### src/afol_pkg.sv
// ----------------------------------------------------------------------------
// afol_pkg
// Shared types and constants of the adaptive first-order low-pass filter.
// ----------------------------------------------------------------------------
`default_nettype none

package afol_pkg;

   localparam int TABLE_ENTRIES = 4;
   localparam int SAMPLE_W      = 16;
   localparam int GAIN_W        = 17;
   localparam int GAIN_SHIFT    = 16;
   localparam int LEN_W         = 3;
   localparam int ENTRY_W       = 16;
   localparam int CSR_ADDR_W    = 3;
   localparam int CSR_DATA_W    = 64;

   localparam logic [CSR_ADDR_W-1:0] CSR_GAIN_RELOAD      = 3'd0;
   localparam logic [CSR_ADDR_W-1:0] CSR_GAIN_LIMIT       = 3'd1;
   localparam logic [CSR_ADDR_W-1:0] CSR_TABLE_LEN        = 3'd2;
   localparam logic [CSR_ADDR_W-1:0] CSR_THRESHOLDS       = 3'd3;
   localparam logic [CSR_ADDR_W-1:0] CSR_INCREMENTS       = 3'd4;
   localparam logic [CSR_ADDR_W-1:0] CSR_INCREMENT_BEYOND = 3'd5;

   localparam logic [GAIN_W-1:0] GAIN_LIMIT_RESET = 17'd65536;

   typedef enum logic [1:0] {
      SIGN_NONE = 2'd0,
      SIGN_POS  = 2'd1,
      SIGN_NEG  = 2'd2
   } sign_type;

   typedef struct packed {
      logic [GAIN_W-1:0]               gain_reload;
      logic [GAIN_W-1:0]               gain_limit;
      logic [LEN_W-1:0]                table_len;
      logic [3:0][ENTRY_W-1:0]         thresholds;
      logic [3:0][ENTRY_W-1:0]         increments;
      logic [ENTRY_W-1:0]              increment_beyond;
   } cfg_type;

endpackage

`default_nettype wire

### src/afol_csr.sv
// ----------------------------------------------------------------------------
// afol_csr
// Configuration registers, written through a plain index/data write port.
// ----------------------------------------------------------------------------
`default_nettype none

module afol_csr
   import afol_pkg::*;
(
   input  wire logic                  clock,
   input  wire logic                  reset,
   input  wire logic                  csr_wen,
   input  wire logic [CSR_ADDR_W-1:0] csr_addr,
   input  wire logic [CSR_DATA_W-1:0] csr_wdata,
   output cfg_type                    cfg
);

   cfg_type cfg_ff;
   cfg_type cfg_in;

   always_comb begin
      cfg_in = cfg_ff;
      if (csr_wen) begin
         unique case (csr_addr)
            CSR_GAIN_RELOAD:      cfg_in.gain_reload      = csr_wdata[GAIN_W-1:0];
            CSR_GAIN_LIMIT:       cfg_in.gain_limit       = csr_wdata[GAIN_W-1:0];
            CSR_TABLE_LEN:        cfg_in.table_len        = csr_wdata[LEN_W-1:0];
            CSR_THRESHOLDS:       cfg_in.thresholds       = csr_wdata;
            CSR_INCREMENTS:       cfg_in.increments       = csr_wdata;
            CSR_INCREMENT_BEYOND: cfg_in.increment_beyond = csr_wdata[ENTRY_W-1:0];
            default:              cfg_in = cfg_ff;
         endcase
      end
   end

   always_ff @(posedge clock) begin
      if (reset) begin
         cfg_ff.gain_reload      <= '0;
         cfg_ff.gain_limit       <= GAIN_LIMIT_RESET;
         cfg_ff.table_len        <= '0;
         cfg_ff.thresholds       <= '0;
         cfg_ff.increments       <= '0;
         cfg_ff.increment_beyond <= '0;
      end else begin
         cfg_ff <= cfg_in;
      end
   end

   assign cfg = cfg_ff;

endmodule

`default_nettype wire

### src/afol_gain.sv
// ----------------------------------------------------------------------------
// afol_gain
// Error sign tracking and adaptive gain update: reload on a sign change,
// otherwise grow by the table increment and clamp.
// ----------------------------------------------------------------------------
`default_nettype none

module afol_gain
   import afol_pkg::*;
(
   input  wire cfg_type                 cfg,
   input  wire logic signed [SAMPLE_W:0] err,
   input  wire sign_type                sign_prev,
   input  wire logic [GAIN_W-1:0]       gain_prev,
   output sign_type                     sign_next,
   output logic                         flip,
   output logic [GAIN_W-1:0]            gain_next
);

   logic [SAMPLE_W-1:0] mag;
   logic [LEN_W-1:0]    len_eff;
   logic [ENTRY_W-1:0]  inc;
   logic [GAIN_W:0]     sum;

   always_comb begin
      if (err > 0) begin
         sign_next = SIGN_POS;
      end else if (err < 0) begin
         sign_next = SIGN_NEG;
      end else begin
         sign_next = SIGN_NONE;
      end
   end

   always_comb begin
      unique case (sign_next)
         SIGN_POS: flip = (sign_prev == SIGN_NEG);
         SIGN_NEG: flip = (sign_prev == SIGN_POS);
         default:  flip = 1'b0;
      endcase
   end

   // |err| never exceeds 65535
   assign mag = err[SAMPLE_W] ? SAMPLE_W'(-err) : err[SAMPLE_W-1:0];

   assign len_eff = (cfg.table_len > LEN_W'(TABLE_ENTRIES)) ? LEN_W'(TABLE_ENTRIES)
                                                            : cfg.table_len;

   // first matching entry wins
   always_comb begin
      inc = cfg.increment_beyond;
      for (int i = TABLE_ENTRIES - 1; i >= 0; i--) begin
         if ((LEN_W'(i) < len_eff) && (cfg.thresholds[i] > mag)) begin
            inc = cfg.increments[i];
         end
      end
   end

   assign sum = {1'b0, gain_prev} + {2'b00, inc};

   always_comb begin
      if (flip) begin
         gain_next = cfg.gain_reload;
      end else if (sum > {1'b0, cfg.gain_limit}) begin
         gain_next = cfg.gain_limit;
      end else begin
         gain_next = sum[GAIN_W-1:0];
      end
   end

endmodule

`default_nettype wire

### src/adaptive_first_order_lowpass.sv
// ----------------------------------------------------------------------------
// adaptive_first_order_lowpass
// Adaptive exponential moving average of a signed 16-bit sample stream.
// ----------------------------------------------------------------------------
//  channel  ports            dir  payload
//  req      req_t*           in   tdata[15:0] raw_sample
//  rsp      rsp_t*           out  tdata[15:0] filtered_sample
//  csr      csr_wen/addr/..  in   register index, 64-bit write data
//
//  One sample per cycle sustained while rsp is not stalled; a sample sits in the
//  input register, the gain update, one 18x17 multiply and the add are
//  combinational, and the filter state and the result register load together.
//  From a req transfer a sample passes the input register, then the result register.
//  A stalled rsp side holds the result; one more sample waits in the input
//  register. Synchronous reset clears the state and both valid flags.
// ----------------------------------------------------------------------------
`default_nettype none

module adaptive_first_order_lowpass
   import afol_pkg::*;
(
   input  wire logic                  clock,
   input  wire logic                  reset,
   input  wire logic                  req_tvalid,
   output logic                       req_tready,
   input  wire logic [15:0]           req_tdata,   // [15:0] raw_sample
   output logic                       rsp_tvalid,
   input  wire logic                  rsp_tready,
   output logic [15:0]                rsp_tdata,   // [15:0] filtered_sample
   input  wire logic                  csr_wen,
   input  wire logic [CSR_ADDR_W-1:0] csr_addr,
   input  wire logic [CSR_DATA_W-1:0] csr_wdata
);

   cfg_type cfg;

   logic                       in_valid_ff;
   logic signed [SAMPLE_W-1:0] raw_ff;
   logic                       out_valid_ff;
   logic        [SAMPLE_W-1:0] out_data_ff;

   logic signed [SAMPLE_W-1:0] fv_ff;
   logic signed [SAMPLE_W-1:0] fv_in;
   sign_type                   sign_ff;
   sign_type                   sign_in;
   logic        [GAIN_W-1:0]   gain_ff;
   logic        [GAIN_W-1:0]   gain_in;

   logic                       advance;
   logic                       flip;
   logic signed [SAMPLE_W:0]   err;
   logic signed [GAIN_W+SAMPLE_W+1:0] prod;

   afol_csr u_csr (
      .clock     (clock),
      .reset     (reset),
      .csr_wen   (csr_wen),
      .csr_addr  (csr_addr),
      .csr_wdata (csr_wdata),
      .cfg       (cfg)
   );

   assign advance    = in_valid_ff && (!out_valid_ff || rsp_tready);
   assign req_tready = !in_valid_ff || advance;

   assign err = {raw_ff[SAMPLE_W-1], raw_ff} - {fv_ff[SAMPLE_W-1], fv_ff};

   afol_gain u_gain (
      .cfg       (cfg),
      .err       (err),
      .sign_prev (sign_ff),
      .gain_prev (gain_ff),
      .sign_next (sign_in),
      .flip      (flip),
      .gain_next (gain_in)
   );

   // floor(gain * err / 2^16), only the low 16 bits survive the wrap
   assign prod  = $signed({1'b0, gain_in}) * err;
   assign fv_in = fv_ff + prod[GAIN_SHIFT+SAMPLE_W-1:GAIN_SHIFT];

   always_ff @(posedge clock) begin
      if (reset) begin
         in_valid_ff  <= 1'b0;
         out_valid_ff <= 1'b0;
         fv_ff        <= '0;
         sign_ff      <= SIGN_NONE;
         gain_ff      <= '0;
      end else begin
         if (req_tready) begin
            in_valid_ff <= req_tvalid;
         end
         if (advance) begin
            out_valid_ff <= 1'b1;
            fv_ff        <= fv_in;
            sign_ff      <= sign_in;
            gain_ff      <= gain_in;
         end else if (rsp_tready) begin
            out_valid_ff <= 1'b0;
         end
      end
   end

   always_ff @(posedge clock) begin
      if (req_tvalid && req_tready) begin
         raw_ff <= req_tdata;
      end
      if (advance) begin
         out_data_ff <= fv_in;
      end
   end

   assign rsp_tvalid = out_valid_ff;
   assign rsp_tdata  = out_data_ff;

`ifndef SYNTHESIS
   // the result on offer is always the current filter state
   a_result_is_state: assert property (@(posedge clock) disable iff (reset)
      out_valid_ff |-> (out_data_ff == fv_ff))
      else $error("result register differs from filter state");

   // growth path never leaves the gain above the clamp in force
   a_gain_clamped: assert property (@(posedge clock) disable iff (reset)
      (advance && !flip) |=> (gain_ff <= $past(cfg.gain_limit)))
      else $error("adaptive gain above its limit after growth");

   // a sign change reloads the gain
   a_flip_reload: assert property (@(posedge clock) disable iff (reset)
      (advance && flip) |=> (gain_ff == $past(cfg.gain_reload)))
      else $error("gain not reloaded on error sign change");

   // a waiting sample is neither lost nor overwritten
   a_input_held: assert property (@(posedge clock) disable iff (reset)
      (in_valid_ff && !advance) |=> (in_valid_ff && $stable(raw_ff)))
      else $error("pending sample dropped");
`endif

endmodule

`default_nettype wire

### config.mk
export PLATFORM = sky130hd
export DESIGN_NAME = adaptive_first_order_lowpass
export DESIGN_NICKNAME = d
export VERILOG_FILES = /design/src/afol_pkg.sv /design/src/afol_csr.sv /design/src/afol_gain.sv /design/src/adaptive_first_order_lowpass.sv
export SDC_FILE = /design/constraint.sdc
export NUM_CORES = 1
export LEC_CHECK = 0
export ABC_AREA = 1
export BUFFER_PORTS_ARGS = -buffer_cell sky130_fd_sc_hd__clkbuf_2
export CORE_UTILIZATION = 55
export DETAILED_ROUTE_END_ITERATION = 6
export MAX_ROUTING_LAYER = met4
export PLACE_DENSITY_LB_ADDON = 0.25
export SLEW_MARGIN = 20
export SYNTH_ARGS = -nofsm -noshare
export SYNTH_HDL_FRONTEND = slang
export SYNTH_SLANG_ARGS = --single-unit
export TNS_END_PERCENT = 20
### constraint.sdc
create_clock -name clock -period 15.9 [get_ports clock]
set_input_delay 0.795 -clock clock [delete_from_list [all_inputs] [get_ports clock]]
set_output_delay 0.795 -clock clock [all_outputs]
set_load 0.005 [all_outputs]
==> summary.md <==
Compound-cell area share of the yosys netlist: 12.5%. Cells with a size suffix above 1 make up 10.7% of the layout. The clock skew after layout is 0.0245 ns. The tools report the net count after synthesis as 3814. From synthesis to final layout, the design area changed by 11.0%.

The endpoint identified for the worst register-to-register timing path is fv_ff[13]. For this run the aggregate overflow at the end of global routing stands at 0. The number of buffers added on ports is 105. In the synthesized netlist the dominant register cell turns out to be sky130_fd_sc_hd__dfxtp_1.

The post-detailed-placement cell area came out at 25400 um^2. The routed length per instance was 19.4 um; the number of warning messages in the yosys log was 0. The max-capacitance violation count is 0. The most common cell type on the critical path was sky130_fd_sc_hd__nand2_1.

For the final critical-path setup slack, the log shows 1.07 ns. The finished layout holds 3996 standard cells, fillers aside. The run gives 67.4 MHz as the maximum frequency from static timing analysis.

The share of the clock period used by the worst path was 93.3%; the flop and latch count out of synthesis was 250. Of all nets on the critical path, the largest fanout is 11. The termination of the worst setup path is fv_ff[13]. STA puts the critical path data arrival time at 15.31 ns. The number of enable flip-flop cells after synthesis is 32.

TritonCTS built the clock tree. XOR/XNOR share of the synthesized area: 2.03%. The launch point of the worst reg-to-reg path is raw_ff[0]. The logs give 3919 for the total instance count after detailed placement and 0 for the final hold violation count. For the core box area, the log shows 43200 um^2. The tools report the nature of the critical path endpoint as a flop.

The setup path with the least slack is of type flop to flop. After detailed routing, the number of vias per cell comes to 5.50. The worst slew margin relative to its limit was 31.5%; the vertical die dimension was 212 um. Clock edge transition at the registers on the reported setup and hold paths: 0.07 ns. The number of iterations in the first detailed-routing pass is 7. Of the total synthesized cell area, the portion taken by AND, OR, NAND and NOR gates is 21.0%. The slowest stage of the critical path belongs to the cell sky130_fd_sc_hd__fa_1. The mux share of post-synthesis cell area came out at 0%. Number of fillers in the final layout: 4097. At the end of routability-driven placement, the weighted congestion stood at 1.03. The tools report the detailed-route DRC error count as 0.

The number of cells on the worst reg-to-reg path is 83. The total count of max-transition violations in the final report came out at 0. In the final design database the tool counted 3928 nets. Detailed placement ended at an HPWL of 61400 um.

For the worst-skew pair, the clock arrives at the later sink with an insertion delay of 0.60 ns. The tree is rooted in a sky130_fd_sc_hd__clkbuf_16. Initial antenna violation count: 1. The maximum number of pins on one net before global-route repair was 104.

The classification of the worst-slack hold path was primary input to flop. The tools report the via count of the first global-routing pass as 21200. Total die area: 44700 um^2. The adder-cell area share of the yosys netlist was 30.2%. The clock tree buffer depth was 3; the effective utilization at floorplan was 55.9%. The tools report the start point of the critical path as raw_ff[0]. The synthesized instance count came out at 3279. The overall routing resource usage is 35.8%, and the slew at the pin closest to its max-slew limit is 1.02 ns. After the first detailed-routing iteration, the DRC count stood at 1808. The final layout contains routed wiring with a total length of 77600 um. By area, the combinational part of the netlist is dominated by adder cells. The run gives 0 as the residual antenna-violating net count after detailed routing. The number of vias after detailed routing was 22000; the number of placed I/O pins was 106. The logs give 16.39 ns for the worst path required time and 0 for the final number of setup-violating endpoints. The first global-routing pass estimated 119000 um of wire. The logs give 22.1% for the sequential element share of the synthesized area and 1 for the maximum level of the CTS H-tree.

The finished cells cover 26800 um^2. On the worst path, the slowest cell contributes a delay of 0.58 ns. The fraction of synthesis flops using an asynchronous set or reset pin works out to 0%.

The clock net in this run drives a total of 250 sinks. TritonCTS created 29 clock buffers. The post-synthesis average cell area came out at 7.36 um^2. The routed design could run at a clock period as short as 14.83 ns.

The worst setup path is launched from a flop. The run finished with clean final reports. The mapped netlist covers 24100 um^2. The setup check on the worst reg-to-reg path leaves a slack of 1.07 ns.

The die is 212 um wide. The number of distinct library cells after synthesis is 53. The pre-CTS setup slack is 0.427 ns. Site row count: 76.
## timing repair
| item | in CTS | in global routing |
|---|---|---|
| setup buffers | 0 | 25 |
| hold buffers | 0 | 0 |
| setup endpoints to repair | 0 | 18 |
| resized for setup | 0 | 48 |
## synth_stat cells (12+ instances only)
cell	count	area, um^2
sky130_fd_sc_hd__fa_1	226	4520
sky130_fd_sc_hd__a21oi_1	231	1160
sky130_fd_sc_hd__nor2_1	424	1590
sky130_fd_sc_hd__nand2_2	16	100
sky130_fd_sc_hd__clkbuf_1	86	323
sky130_fd_sc_hd__inv_1	623	2340
sky130_fd_sc_hd__nand2_1	521	1960
sky130_fd_sc_hd__nand4_1	20	125
sky130_fd_sc_hd__o21ai_0	251	1260
sky130_fd_sc_hd__nand3_1	146	731
sky130_fd_sc_hd__o211ai_1	30	225
sky130_fd_sc_hd__dfxtp_1	218	4360
sky130_fd_sc_hd__ha_1	221	2770
sky130_fd_sc_hd__buf_2	22	110
sky130_fd_sc_hd__edfxtp_1	32	961
sky130_fd_sc_hd__inv_2	21	78.8
sky130_fd_sc_hd__xnor2_1	12	105
sky130_fd_sc_hd__nor3_1	16	80.1
sky130_fd_sc_hd__xor2_1	44	385
## final cells by class
cell class	instances	area, um^2	share of cell area, %
antenna	1	2.50	0.00934
clock buffer	37	816	3.04
clock inverter	11	178	0.663
inverter	648	2450	9.15
multi-input combinational	2264	16000	59.9
sequential	250	5330	19.9
tap	585	732	2.73
timing repair buffer	199	1230	4.61
timing repair inverter	1	7.51	0.0280
## cells in the final DEF, fill, tap and decap left out, types with 5 or more instances in the layout
master / synthesis / routed
sky130_fd_sc_hd__o211ai_1: 30 / 30
sky130_fd_sc_hd__o21bai_1: 9 / 9
sky130_fd_sc_hd__a211oi_1: 6 / 6
sky130_fd_sc_hd__nand2_4: 9 / 6
sky130_fd_sc_hd__nand2_1: 521 / 519
sky130_fd_sc_hd__clkbuf_8: 0 / 6
sky130_fd_sc_hd__nand4_1: 20 / 20
sky130_fd_sc_hd__inv_2: 21 / 29
sky130_fd_sc_hd__fa_1: 226 / 226
sky130_fd_sc_hd__nand3_1: 146 / 142
sky130_fd_sc_hd__nor2_1: 424 / 422
sky130_fd_sc_hd__dfxtp_1: 218 / 218
sky130_fd_sc_hd__xor2_1: 44 / 39
sky130_fd_sc_hd__nor3_1: 16 / 15
sky130_fd_sc_hd__a21oi_2: 2 / 5
sky130_fd_sc_hd__a31oi_1: 5 / 5
sky130_fd_sc_hd__buf_4: 3 / 93
sky130_fd_sc_hd__ha_1: 221 / 220
sky130_fd_sc_hd__xor2_2: 0 / 5
sky130_fd_sc_hd__clkbuf_16: 0 / 29
sky130_fd_sc_hd__xnor2_1: 12 / 12
sky130_fd_sc_hd__o21ai_0: 251 / 244
sky130_fd_sc_hd__a21oi_1: 231 / 228
sky130_fd_sc_hd__clkbuf_2: 0 / 105
sky130_fd_sc_hd__o21ai_1: 3 / 9
sky130_fd_sc_hd__edfxtp_1: 32 / 32
sky130_fd_sc_hd__inv_1: 623 / 611
sky130_fd_sc_hd__nand3_2: 10 / 13
sky130_fd_sc_hd__nand2_2: 16 / 18
sky130_fd_sc_hd__nor2_2: 10 / 12
sky130_fd_sc_hd__nand3b_1: 11 / 11
## cells by family after synthesis
group / Yosys count
AOI/OAI and AO/OA: 561
adders and majority gates: 447
DFF: 250
and+or+nand+nor: 1198
xor gates and xnor gates: 56
buffers and inverters: 767
## registers in the layout, summed over array words and instances, names as in the netlist
name / flops
rsp_tdata: 16
gain_ff: 17
sign_ff: 2
fv_ff: 16
u_csr.cfg: 181
in_valid_ff: 1
raw_ff: 16
rsp_tvalid: 1
## per-stage QoR
stage / hold WS [ns] / util [%] / TNS, ns
final: 0.370 / 62.1 / 0
after global routing: 0.352 / 62.1 / -0.0464
after CTS: 0.347 / 61.2 / 0
after detailed placement: 0.446 / 58.9 / 0
after global placement: 0.443 / 58.9 / 0
after floorplan: 0.428 / - / 0
## worst max-delay path: cells and delay by family (launching register included)
| family | cells | cell delay (ns) |
|---|---|---|
| AND/OR/NAND/NOR | 31 | 3.50 |
| buffers and inverters | 14 | 1.33 |
| adder cells (fa/ha/maj) | 13 | 5.36 |
| flip-flops | 1 | 0.33 |
| XOR/XNOR | 4 | 0.85 |
| AO/OA/AOI/OAI | 21 | 3.31 |
## how the worst min path moves through the flow
stage / from / to / depth (start not counted)
6_report: req_tdata[15] / raw_ff[15] / 1
5_1_grt: req_tdata[11] / raw_ff[11] / 1
4_1_cts: req_tdata[11] / raw_ff[11] / 1
3_5_place_dp: u_csr.cfg[63] / u_csr.cfg[63] / 2
3_3_place_gp: u_csr.cfg[63] / u_csr.cfg[63] / 2
2_1_floorplan: u_csr.cfg[100] / u_csr.cfg[100] / 2
## layer usage
metal,vias to the layer above,GRT usage [%],wire (um)
li1,10500,-,-
met1,10500,46.4,33200
met2,836,58.3,36300
met3,164,3.72,4980
met4,0,12.5,3080
met5,-,-,0
Power is not shown: default switching activity piles up to over one toggle a cycle in this logic, so the estimate is an artifact.
